[config.mk]
export PLATFORM = sky130hd
export DESIGN_NAME = fact_cell
export DESIGN_NICKNAME = d
export VERILOG_FILES = /design/src/hw/rtl/fact_pkg.sv /design/src/hw/rtl/fact_cell.sv
export SDC_FILE = /design/constraint.sdc
export NUM_CORES = 1
export LEC_CHECK = 0
export ABC_AREA = 1
export BUFFER_PORTS_ARGS = -buffer_cell sky130_fd_sc_hd__buf_4
export CORE_AREA = 2 2 78 80
export CTS_BUF_LIST = sky130_fd_sc_hd__clkbuf_2
export DETAILED_ROUTE_END_ITERATION = 6
export DIE_AREA = 0 0 80 82
export GPL_ROUTABILITY_DRIVEN = 0
export HOLD_SLACK_MARGIN = 0.05
export PLACE_DENSITY = 0.59
export SYNTH_ARGS = -nofsm -noshare
export SYNTH_HDL_FRONTEND = slang
export SYNTH_SLANG_ARGS = --single-unit
[constraint.sdc]
create_clock -name i_clk -period 1.1 [get_ports i_clk]
set_input_delay 0.11 -clock i_clk [delete_from_list [all_inputs] [get_ports i_clk]]
set_output_delay 0.11 -clock i_clk [all_outputs]
set_load 0.005 [all_outputs]
[src/hw/rtl/fact_pkg.sv]
package fact_pkg;

    // Result codes
    typedef enum logic [2:0] {
        OC_FWD  = 3'd0,
        OC_REV  = 3'd1,
        OC_NEW  = 3'd2,
        OC_FULL = 3'd3,
        OC_UNK  = 3'd4
    } t_outcome;

    // Controller states
    typedef enum logic [1:0] {
        ST_IDLE,
        ST_CMP,
        ST_UPD
    } t_ctl_state;

    // Register index, taken from paddr[2]
    localparam logic [0:0] REG_STATE_BITS = 1'b0;
    localparam logic [4:0] STATE_BITS_RST = 5'd16;

    localparam int FIELD_W = 16;   // input state field width
    localparam int IDX_W   = 6;    // entry_index width
    localparam int CNT_W   = 8;    // hit and state totals
    localparam int USED_W  = 7;    // entries_used width

    typedef struct packed {
        logic [FIELD_W-1:0] from_state;
        logic [FIELD_W-1:0] to_state;
        logic               hit_flag;
        logic               unknown_flag;
    } t_in_word;

    typedef struct packed {
        logic [2:0]        outcome;
        logic [IDX_W-1:0]  entry_index;
        logic [CNT_W-1:0]  transitions_hit;
        logic [CNT_W-1:0]  distinct_states;
        logic [USED_W-1:0] entries_used;
    } t_out_word;

    // Per-cell command from the controller
    typedef struct packed {
        logic wr_new;
        logic set_fwd;
        logic set_rev;
    } t_cell_cmd;

    // Per-cell status toward the controller
    typedef struct packed {
        logic fwd_m;
        logic rev_m;
        logic f_known;
        logic t_known;
        logic fwd_hit;
        logic rev_hit;
    } t_cell_stat;

endpackage

[src/hw/rtl/fact_cell.sv]
module fact_cell
    import fact_pkg::*;
#(
    parameter int KW = 16
) (
    input  logic          i_clk,
    input  logic [KW-1:0] i_key_from,
    input  logic [KW-1:0] i_key_to,
    input  logic [KW-1:0] i_mask,
    input  logic          i_hit,
    input  logic          i_occ,
    input  t_cell_cmd     i_cmd,
    output t_cell_stat    o_stat
);

    logic [KW-1:0] r_from;
    logic [KW-1:0] r_to;
    logic          r_fwd;
    logic          r_rev;
    logic [KW-1:0] w_mf;
    logic [KW-1:0] w_mt;

    always_ff @(posedge i_clk) begin
        if (i_cmd.wr_new) begin
            r_from <= i_key_from;
            r_to   <= i_key_to;
            r_fwd  <= i_hit;
            r_rev  <= 1'b0;
        end else begin
            if (i_cmd.set_fwd && i_hit) begin
                r_fwd <= 1'b1;
            end
            if (i_cmd.set_rev && i_hit) begin
                r_rev <= 1'b1;
            end
        end
    end

    // stored values are compared under the current mask
    assign w_mf = r_from & i_mask;
    assign w_mt = r_to & i_mask;

    always_comb begin
        o_stat.fwd_m   = i_occ && (w_mf == i_key_from) && (w_mt == i_key_to);
        o_stat.rev_m   = i_occ && (w_mf == i_key_to) && (w_mt == i_key_from);
        o_stat.f_known = i_occ && ((w_mf == i_key_from) || (w_mt == i_key_from));
        o_stat.t_known = i_occ && ((w_mf == i_key_to) || (w_mt == i_key_to));
        o_stat.fwd_hit = r_fwd;
        o_stat.rev_hit = r_rev;
    end

endmodule

==> qor.txt <==
outcome - finished, violations left
failing checks - setup timing
final worst path period need - 1.822 ns
Die H - 82 um
post-detailed-route wirelength per cell - 11.95 um
CTS H-Tree Depth - 2
Critical Path AT - 1.71 ns
leading area contributor after synthesis - edfxtp_1
Detail Placement HPWL - 4383 um
die footprint - 6560 um2
Overall Global Routing Usage - 18.25%
crit end category - output pin
Via-to-Cell Ratio - 4.676
post-synthesis instance area - 2196 um2
crit-path max FO - 3
Seq/Total Area, Yosys - 46.04%
Setup TNS - -2.826 ns
pre-CTS setup slack - -0.3145 ns
Clk Latency, worst-skew pair - 0.35 ns
Root Driver - clkbuf_2
multi-input logic area - 1157 um2
initial antenna violation count - 0
Total Wirelength - 5867 um
Power Dens Cells - 921.2 nW/um2
RSZ-0062 raised after global routing - yes
EDFF count, synth - 33
Synth-to-Final Area Change - 49.63%
Synth Flop Type - edfxtp_1
Clock Sinks - 34
Starting Density - 38.22%
final setup vio count - 4
cell with the most instances after synthesis - nand2_1
largest cells by area after synthesis - edfxtp_1 45%, nand2_1 23%, nand3_1 7.1%
wire length of the first global-routing pass - 9108 um
vias - 2,296
drt first pass iters - 7
register area - 1011 um2
Unique masters post-synth - 18
Die X - 80 um
final setup margin - -0.7221 ns
fin. max-slew vios - 0
Lkg Pwr - 0.001574 uW
Final Hold Viols - 0
Synth top area share - 45.13%
MaxCap Viol Count - 0
clock skew - 0 ns
net count reported at finish - 469
core area - 5746 um2
CP Launch Type - register
Tightest Pin Transition - 0.2425 ns
CTS Buf Count - 5
n_diodes - 0
Synthesis Warnings - 0
net count after synthesis - 362
# DRC - 0
DRT iter0 DRCs - 112
IO Port Bufs - 59
period utilization - 165.6%
pin count of the biggest net entering global routing - 16
Min-Delay Path Class - input port to register
Reg clk slew, reported paths - 0.17 ns
antenna viol nets, final - 0
worst-case vdd ir drop - 0.0005424 V
Slew headroom - 83.84%
Achievable Freq - 548.8 MHz
row count - 28
total power - 3027 uW
Final Core Density - 57.19%
cell count after synthesis - 308
Max clock buf depth - 2
CTS tree - built
CP required - 0.99 ns
vias in the first global route - 2,031
syn avg cell area - 7.129 um2
fraction of registers with async set/reset - 0%
Commonest cells post-synth - 136 x nand2_1, 41 x nor2_1, 33 x edfxtp_1, 31 x nand3_1, 27 x inv_1
crit path kind - register to output pin
fraction of layout cells with a size suffix above 1 - 26.44%
Layout fillers - 562
Ports - 60
GR Overflow Total - 0
Synth Register Bits - 34
power breakdown:
part	internal (uW)	leakage (uW)	switching, uW
registers	1530	0.000331	51.6
logic	417	0.00121	417
clock network	188	0.0000332	419
total	2140	0.00157	887
path summary, 6_finish.rpt:
check	slack (ns)	from	cells past startpoint	endpoint
worst min-delay path	0.1	i_cmd[2]	2	r_rev$_SDFFE_PP0P_
worst min register to register	0.52	r_rev$_SDFFE_PP0P_	2	r_rev$_SDFFE_PP0P_
worst max register to register	0.50	r_rev$_SDFFE_PP0P_	2	r_rev$_SDFFE_PP0P_
worst max-delay path	-0.72	r_to[1]$_DFFE_PP_	8	o_stat[5]
worst max-delay path, cell delays in order (launching register included):
cell and delay, ns:
edfxtp_1 0.46, nand2_2 0.11, o21ai_0 0.07, nor2_1 0.13, nand3_1 0.11, nor2_2 0.13, nand3_2 0.11, nor2_2 0.12
buf_4 0.11
repair_timing:
item                       4_1_cts  5_1_grt
setup buffers                    0        3
setup endpoints to repair        4        4
gates resized for setup         13       24
hold endpoints to repair        35        0
pin swaps                        2       12
hold buffers                    35        0
area by class of cell:
type                            count  area share (%)
Clock buffer                        8           1.219
Inverter                           27           3.085
Multi-Input combinational cell    245           35.22
Sequential cell                    34           30.77
Tap cell                           75           2.856
Timing Repair Buffer              102           26.85
sequential cells by signal, summed over array words and instances, names as in the netlist:
signal / flops
r_to: 16
r_fwd: 1
r_from: 16
r_rev: 1
metal layers:
| metal | track usage, % | vias to the layer above | share of wire (%) |
|---|---|---|---|
| li1 | - | 1201 | - |
| met2 | 29.42 | 66 | 46 |
| met1 | 25.38 | 1027 | 48 |
| met3 | 3.187 | 2 | 5.7 |
| met4 | 5.085 | 0 | 0.27 |
| met5 | 0 | - | 0 |
logic make-up (layout without fill, tap and decap cells):
family	after synthesis	after routing	share of synthesized area (%)
flops	34	34	46.04
buf+inv	29	137	5.299
xor+xnor	13	13	5.185
compound gates	19	19	4.672
simple gates	213	213	38.80
metrics by stage:
stage | cell area (um2) | hold WS, ns | instances
global route | 3286 | 0.07405 | 491
finish | 3286 | 0.09629 | 491
CTS | 3204 | 0.06785 | 488
floorplan | 2196 | 0.1824 | 308
global placement | 2780 | 0.2981 | 445
detailed placement | 2780 | 0.2998 | 445
placed cells by master, fill, tap and decap left out, drive strengths merged:
master,instances
a21oi,4
xor2,7
edfxtp,33
nand3,31
buf,67
dlygate4sd3,35
clkbuf,8
nor2,41
xnor2,6
a21o,1
o21bai,1
o21ai,12
nor3,3
dfxtp,1
nand2,138
o211ai,1
inv,27
Power figures use the tool's default switching activity.
