[config.mk]
export PLATFORM = sky130hd
export DESIGN_NAME = fact_first
export DESIGN_NICKNAME = d
export VERILOG_FILES = /design/src/hw/rtl/fact_pkg.sv /design/src/hw/rtl/fact_first.sv
export SDC_FILE = /design/constraint.sdc
export NUM_CORES = 1
export LEC_CHECK = 0
export ABC_AREA = 1
export BUFFER_PORTS_ARGS = -buffer_cell sky130_fd_sc_hd__buf_2
export CAP_MARGIN = 20
export CORE_AREA = 10 10 105 107
export DETAILED_ROUTE_END_ITERATION = 12
export DIE_AREA = 0 0 115 117
export GPL_ROUTABILITY_DRIVEN = 0
export GPL_TIMING_DRIVEN = 1
export REMOVE_ABC_BUFFERS = 1
export SLEW_MARGIN = 20
export SYNTH_ARGS = -nofsm -noshare
export SYNTH_HDL_FRONTEND = slang
export SYNTH_SLANG_ARGS = --single-unit
export TNS_END_PERCENT = 30
[constraint.sdc]
create_clock -name vclk -period 2.7
set_input_delay 0.27 -clock vclk [all_inputs]
set_output_delay 0.27 -clock vclk [all_outputs]
set_load 0.02 [all_outputs]
[src/hw/rtl/fact_pkg.sv]
package fact_pkg;

    // Result codes
    typedef enum logic [2:0] {
        OC_FWD  = 3'd0,
        OC_REV  = 3'd1,
        OC_NEW  = 3'd2,
        OC_FULL = 3'd3,
        OC_UNK  = 3'd4
    } t_outcome;

    // Controller states
    typedef enum logic [1:0] {
        ST_IDLE,
        ST_CMP,
        ST_UPD
    } t_ctl_state;

    // Register index, taken from paddr[2]
    localparam logic [0:0] REG_STATE_BITS = 1'b0;
    localparam logic [4:0] STATE_BITS_RST = 5'd16;

    localparam int FIELD_W = 16;   // input state field width
    localparam int IDX_W   = 6;    // entry_index width
    localparam int CNT_W   = 8;    // hit and state totals
    localparam int USED_W  = 7;    // entries_used width

    typedef struct packed {
        logic [FIELD_W-1:0] from_state;
        logic [FIELD_W-1:0] to_state;
        logic               hit_flag;
        logic               unknown_flag;
    } t_in_word;

    typedef struct packed {
        logic [2:0]        outcome;
        logic [IDX_W-1:0]  entry_index;
        logic [CNT_W-1:0]  transitions_hit;
        logic [CNT_W-1:0]  distinct_states;
        logic [USED_W-1:0] entries_used;
    } t_out_word;

    // Per-cell command from the controller
    typedef struct packed {
        logic wr_new;
        logic set_fwd;
        logic set_rev;
    } t_cell_cmd;

    // Per-cell status toward the controller
    typedef struct packed {
        logic fwd_m;
        logic rev_m;
        logic f_known;
        logic t_known;
        logic fwd_hit;
        logic rev_hit;
    } t_cell_stat;

endpackage

[src/hw/rtl/fact_first.sv]
module fact_first
    import fact_pkg::*;
#(
    parameter int N = 64
) (
    input  logic [N-1:0]         i_vec,
    output logic                 o_any,
    output logic [N-1:0]         o_onehot,
    output logic [$clog2(N)-1:0] o_idx
);

    localparam int IW = $clog2(N);

    // lowest set bit isolated by two's complement
    assign o_onehot = i_vec & (~i_vec + N'(1));
    assign o_any    = |i_vec;

    always_comb begin
        o_idx = '0;
        for (int i = 0; i < N; i++) begin
            if (o_onehot[i]) begin
                o_idx = o_idx | IW'(i);
            end
        end
    end

endmodule

==> results.yml, run 1 <==
synthesis:
  yosysTopAreaCell: "nor2_1"
  synth_area_sq_mm: 0.00264
  syn_inst: 616
  avgSynthCellArea_sq_um: 4.28
  synth_top_area_share_pct: 24.8
  yosysMostFrequentCell: "nor2_1"
  yosysWarningCount: 0
  synth.area.top_cells: "nor2_1 (25%), nand2_1 (23%), inv_1 (19%), nand3_1 (12%), nand4_1 (4.5%)"
  ys_top_cells_by_count: "nor2_1 (174), nand2_1 (164), inv_1 (131)"
  synth.distinct_cells: 19
  ys_seq_area_share_pct: 0
die:
  io_pins: 135
  rows: 35
  dieArea_sq_mm: 0.0135
  start_util_pct: 29.2
  fp.coreArea_sq_mm: 0.00902
  dieWidth_um: 115
  chipHeight_um: 117
timing:
  fin_ws_ns: 0.432
  worst_pin_slew_ns: 0.371
  period_needed_ns: 2.27
  slew_headroom_pct: 75.0
  setup_viol: 0
  clock.fmax_ghz: 0.441
  hold_violations: 0
  drv_slew: 0
  rsz0062_at_grt: "no"
  finalSetupTns_ns: 0
  min_period_over_period_pct: 84.0
drt:
  drt_drc_violations_left: 0
  detail-route-antenna-nets: 0
  num_vias: 4104
  dr.max_layer_used: "met5"
  drtPass1Iterations: 5
  wl_mm: 12.8
  drt-vias-per-instance: 4.76
  wl_met2_mm: 5.55
  m1WireLength_mm: 5.20
  drtIter0Drc: 228
  wl_met3_mm: 1.54
  avgRoutedWirePerCell_um: 14.8
hold_path:
  hold-path-endpoint: "o_onehot[0]"
  hp-class: "primary input to output port"
  worstHoldPathCells: 2
  hp-start: "i_vec[0]"
placement:
  dp_hpwl_mm: 11.7
  place_area_sq_mm: 0.00344
  pre_cts_slack_ns: 0.475
  portBuffers: 135
grt:
  grt_pass1_wl_mm: 20.2
  grt_max_degree: 8
  grt_use_total_pct: 18.2
  grt_pass1_vias: 4205
  antenna_found_initial: 2
  grt_overflow: 0
critical_path:
  worstSetupPathType: "primary input to output port"
  cp_top_family: "simple AND/OR/NAND/NOR gates"
  cp_common_cell: "nand2_1"
  path_cells: "buf_2 > nor2_2 > nand2_1 > nor2_4 > nand2_1 > nor2_1 > nand3_1 > nand2_1 > nor2_1 > nand2_1 > nor2_1 > nand3_1 > buf_2"
  cp.required_ns: 2.43
  worst-path-max-fanout: 6
  worstPathArrival_ns: 2.00
  cp_slowest_stage_delay_ns: 0.27
  crit_buf_inv: 2
  cp-end-kind: "output port"
  startpoint_type: "primary input"
  crit_slowest_cell: "nor2_1"
cells_and_area:
  area_delta_synth_final_pct: 30.7
  fin_area_sq_mm: 0.00345
  drive_gt1_share_pct: 21.7
  final_util_pct: 38.2
  final.fill_count: 1120
  layout.nets: 816
  seq_area_sq_um: 0
  nClkBuffers: 0
  seq_cell_count: 0
outcome:
  status: "finished clean"
clocking:
  post-cts-setup-buffers: 0
  post_cts_resized: 0
  cts-hold-fix-buffers: 0
pwr:
  p_leak_nw: 2.47
  p_per_area_mw_per_mm2: 58.9
  ir_worst_vdd_mv: 0.0340
job:
  maxCapViolations: 0
==> cell type report <==
type                       count  area [sq um]  area share, %
tap                          111           139           4.03
multi-input combinational    481          2130           61.7
timing repair buffer         135           676           19.6
antenna                        1          2.50         0.0726
inverter                     134           503           14.6
==> worst max-delay path by stage <==
stage / cells past startpoint / slack (ns) / end / start
global route: 13 / 0.26 / o_idx[5] / i_vec[5]
floorplan: 11 / 0.82 / o_idx[4] / i_vec[1]
finish: 13 / 0.43 / o_idx[5] / i_vec[5]
detailed placement: 13 / 0.48 / o_idx[5] / i_vec[5]
CTS: 13 / 0.47 / o_idx[5] / i_vec[5]
global placement: 13 / 0.45 / o_idx[5] / i_vec[5]
==> placed cells by master, fill, tap and decap left out, types with 3 or more instances in the layout <==
master	synthesis	routed
nand4_1	19	19
nor2_1	174	174
nand3b_1	3	3
and2_1	4	4
nor2_4	7	7
inv_1	131	131
nor3_1	19	19
nor2_2	10	10
inv_2	3	3
nand2_2	4	4
nand3_2	3	3
buf_2	0	135
nand2_1	164	164
nor3b_1	5	5
nand3_1	65	65
==> power breakdown <==
part | total (mW) | switching (mW) | internal (mW)
combinational | 0.203 | 0.135 | 0.0685
clock | 0.0000000496 | 0 | 0.0000000496
sequential | 0 | 0 | 0
total | 0.203 | 0.135 | 0.0685
==> cells by family after synthesis <==
logic type	synth area share (%)
AOI/OAI and AO/OA	0.379
buffers and inverters	19.4
and+or+nand+nor	80.3
==> through the flow <==
step                power, mW  instances  hold slack (ns)
floorplan              0.0925        615            0.540
global placement        0.201        861            0.817
detailed placement      0.200        861            0.820
CTS                     0.201        861            0.819
global route            0.229        861            0.827
finish                  0.203        862            0.817
==> layer usage <==
metal	GRT usage [%]	vias up
met5	0	-
met4	6.11	2
met3	5.45	36
met2	31.1	210
met1	21.2	1714
li1	-	2142
No activity file was read; power rests on OpenSTA's default activity.
==> run 2, diff against run 1 <==
==> constraint.sdc (replaced) <==
create_clock -name vclk -period 2
set_input_delay 0.2 -clock vclk [all_inputs]
set_output_delay 0.2 -clock vclk [all_outputs]
set_load 0.02 [all_outputs]
==> results.yml, run 2 (synthesized netlist as in run 1, its figures left out) <==
outcome:
  status: "finished clean"
critical_path:
  startpoint_type: "primary input"
  crit_buf_inv: 3
  path_depth: 15
  crit_slowest_cell: "nor2_4"
  startpoint: "i_vec[15]"
  worstSetupPathType: "primary input to output port"
  worst-path-max-fanout: 6
  cp-end-kind: "output port"
  worstSetupEndpoint: "o_idx[3]"
  worstPathArrival_ns: 1.76
  cp.required_ns: 1.80
  path_cells: "buf_2 > nor2_2 > nand2_1 > nor2_2 > nand2_2 > nor2_4 > nand2_2 > inv_2 > nand2_4 > nand2_4 > nor2_4 > nand2_2 > nor2_2 > nand2_1 > buf_6"
  cp_top_family: "simple AND/OR/NAND/NOR gates"
  cp_slowest_stage_delay_ns: 0.22
grt:
  grt_overflow: 0
  antenna_found_initial: 2
  top_usage_layer: "met2"
  grt_use_met3_pct: 5.20
  grt_pass1_vias: 4251
  met1_usage_pct: 22.3
  grt_use_total_pct: 18.5
  grt_pass1_wl_mm: 20.3
  grt_max_degree: 8
  grt_util_met2_pct: 30.4
die:
  dieArea_sq_mm: 0.0135
  fp.coreArea_sq_mm: 0.00902
  chipHeight_um: 117
  rows: 35
  start_util_pct: 29.2
  io_pins: 135
  dieWidth_um: 115
cells_and_area:
  nClkBuffers: 0
  stdcell_count: 902
  drive_gt1_share_pct: 39.4
  layout_commonest_cell: "nand2_1"
  final_util_pct: 47.4
  final_cell_mix: "nand2_1 (135), inv_1 (129), buf_2 (125)"
  layout.nets: 856
  seq_area_sq_um: 0
  area_delta_synth_final_pct: 62.1
  seq_cell_count: 0
  fin_area_sq_mm: 0.00427
job:
  maxCapViolations: 0
timing:
  period_needed_ns: 1.96
  hold_slack_ns: 0.737
  worst_pin_slew_ns: 0.340
  clock.fmax_ghz: 0.510
  slew_headroom_pct: 77.2
  min_period_over_period_pct: 98.0
  hold_violations: 0
  setup_viol: 0
  rsz0062_at_grt: "yes"
  drv_slew: 0
clocking:
  cts-hold-fix-buffers: 0
drt:
  num_vias: 4364
  avgRoutedWirePerCell_um: 15.1
  wl_mm: 13.6
  drtPass1Iterations: 6
  drt_drc_violations_left: 0
  drt-vias-per-instance: 4.84
  detail-route-antenna-nets: 0
  drtIter0Drc: 252
pwr:
  p_leak_nw: 2.76
  ir_worst_vdd_mv: 0.0566
  p_per_area_mw_per_mm2: 80.7
  p_total_mw: 0.345
placement:
  dpl.cell_count: 897
  dp_hpwl_mm: 11.9
  place_area_sq_mm: 0.00371
  portBuffers: 135
hold_path:
  hp-class: "primary input to output port"
## run 2: cell count changes in the layout (fill, tap and decap cells not counted), sizes merged
cell	previous run	this run
buf	135	175
## run 2: where the power goes
group | leakage, nW | switching [mW] | internal [mW]
logic | 2.76 | 0.219 | 0.126
clock network | 0.00000634 | 0 | 0.0000000668
registers | 0 | 0 | 0
## run 2: worst min-delay path, stage by stage
cell,delay (ns)
buf_8,0.08
buf_4,0.10
buf_2,0.16
## run 2: through the flow
stage / TNS [ns] / setup slack (ns)
after detailed placement: -0.0969 / -0.0406
after global placement: -0.0709 / -0.0362
after global routing: -0.244 / -0.0717
final: 0 / 0.0406
after CTS: -0.00898 / -0.00898
after floorplan: 0 / 0.265
## run 2: worst min path at each step
stage	startpoint	to	slack (ns)	cells after the start
5_1_grt	i_vec[0]	o_onehot[0]	0.74	3
6_report	i_vec[0]	o_onehot[0]	0.74	3
4_1_cts	i_vec[0]	o_onehot[0]	0.76	3
2_1_floorplan	i_vec[0]	o_onehot[0]	0.40	0
3_5_place_dp	i_vec[0]	o_onehot[0]	0.76	3
3_3_place_gp	i_vec[0]	o_onehot[0]	0.76	3
## run 2: routing by layer
metal  vias to the layer above  wire length [um]
met5                         -                 0
met4                         0               644
met3                        45              1310
met2                       220              6080
met1                      1875              5590
li1                       2224                 -
## run 2: repair_timing
item	CTS	global route
setup endpoints to repair	6	7
gates cloned	0	0
setup buffers	0	4
gates resized for setup	7	145
pin swaps	1	27
## run 2: final cells by class
class	count	area, sq um
fillers	1037	4750
inverters	134	503
well taps	111	139
diodes	1	2.50
repair buffers	175	1040
multi-input cells	481	2590
==> run 3, diff against run 2 <==
--- a/config.mk
+++ b/config.mk
@@ -13,6 +13,7 @@
 export DIE_AREA = 0 0 115 117
 export GPL_ROUTABILITY_DRIVEN = 0
 export GPL_TIMING_DRIVEN = 1
+export MAX_ROUTING_LAYER = met4
 export REMOVE_ABC_BUFFERS = 1
 export SLEW_MARGIN = 20
 export SYNTH_ARGS = -nofsm -noshare
==> results.yml, run 3 (synthesized netlist as in run 1, its figures left out) <==
outcome:
  status: "finished clean"
cells_and_area:
  stdcell_count: 903
  nClkBuffers: 0
  final.fill_count: 1036
  fin_area_sq_mm: 0.00428
  area_delta_synth_final_pct: 62.3
  final_cell_mix: "nand2_1 (135), inv_1 (129), buf_2 (125)"
  drive_gt1_share_pct: 39.4
  seq_area_sq_um: 0
  seq_cell_count: 0
  layout_commonest_cell: "nand2_1"
  layout.nets: 856
die:
  chipHeight_um: 117
  dieWidth_um: 115
  rows: 35
  io_pins: 135
  fp.coreArea_sq_mm: 0.00902
  start_util_pct: 29.2
  dieArea_sq_mm: 0.0135
critical_path:
  cp-end-kind: "output port"
  worst-path-max-fanout: 6
  worstSetupPathType: "primary input to output port"
  cp.required_ns: 1.80
  worstPathArrival_ns: 1.76
  startpoint_type: "primary input"
timing:
  worst_pin_slew_ns: 0.340
  hold_slack_ns: 0.737
  hold_violations: 0
  finalSetupTns_ns: 0
  rsz0062_at_grt: "yes"
  slew_headroom_pct: 77.2
  drv_slew: 0
  clock.fmax_ghz: 0.510
  setup_viol: 0
  min_period_over_period_pct: 98.1
  period_needed_ns: 1.96
  fin_ws_ns: 0.0383
grt:
  grt_max_degree: 8
  grt_use_total_pct: 19.0
  antenna_found_initial: 2
  grt_overflow: 0
  grt_pass1_vias: 4266
  grt_pass1_wl_mm: 20.3
drt:
  drt_drc_violations_left: 0
  avgRoutedWirePerCell_um: 15.1
  wl_mm: 13.6
  num_vias: 4374
  drt-vias-per-instance: 4.84
  detail-route-antenna-nets: 0
  drtPass1Iterations: 5
  drtIter0Drc: 246
pwr:
  p_per_area_mw_per_mm2: 80.7
  p_sw_mw: 0.219
  swShare_pct: 63.2
  seq_power_share_pct: 0
  p_int_mw: 0.127
  p_leak_nw: 2.76
  pwr-share-comb_pct: 100.0
  pwr-share-clk_pct: 0
  ir_worst_vdd_mv: 0.0565
placement:
  place_area_sq_mm: 0.00371
  dp_hpwl_mm: 11.9
  pre_cts_slack_ns: -0.0406
  portBuffers: 135
  dpl.cell_count: 897
job:
  maxCapViolations: 0
hold_path:
  hp-class: "primary input to output port"
[run 3: cell types whose count changed in the layout (fill, tap and decap cells not counted)]
cell     delta
buf_4       -1
diode_2     +1
buf_6       +1
[run 3: power groups by stage]
stage                      clock [mW]  combinational (mW)  sequential, mW
after floorplan                     0               0.125               0
after global placement              0               0.288               0
after detailed placement            0               0.287               0
after CTS                           0               0.290               0
after global routing      0.000000134               0.377               0
final                     0.000000134               0.346               0
[run 3: repair_timing]
action	CTS	global route
pin swaps	1	28
hold buffers	0	0
setup buffers	0	4
resized for setup	7	146
setup endpoints to repair	6	7
[run 3: worst paths after layout]
kind / start / to / slack [ns] / cells past startpoint
max: i_vec[15] / o_idx[3] / 0.04 / 15
min: i_vec[0] / o_onehot[0] / 0.74 / 3
[run 3: metrics by stage]
step	utilization [%]	power [mW]
2_1_floorplan	-	0.125
6_report	47.4	0.346
5_1_grt	47.4	0.377
3_3_place_gp	41.2	0.288
3_5_place_dp	41.2	0.287
4_1_cts	41.4	0.290
[run 3: per-layer routing]
metal	GRT usage [%]	up-vias	wire length (um)
met1	23.3	1889	5840
met5	-	-	0
met3	3.57	43	1060
li1	-	2224	-
met4	6.85	0	637
met2	30.4	218	6100
[run 3: layout make-up]
class | instances | area, sq um | area share, %
inverters | 134 | 503 | 11.8
well taps | 111 | 139 | 3.25
multi-input cells | 481 | 2590 | 60.5
repair buffers | 175 | 1040 | 24.4
diodes | 2 | 5.00 | 0.117
[run 3: critical path: stages]
cell	delay, ns
buf_2	0.13
nor2_2	0.17
nand2_1	0.12
nor2_2	0.14
nand2_2	0.11
nor2_4	0.22
nand2_2	0.11
inv_2	0.08
nand2_4	0.05
nand2_4	0.07
nor2_4	0.04
nand2_2	0.07
nor2_2	0.04
nand2_1	0.08
buf_6	0.12
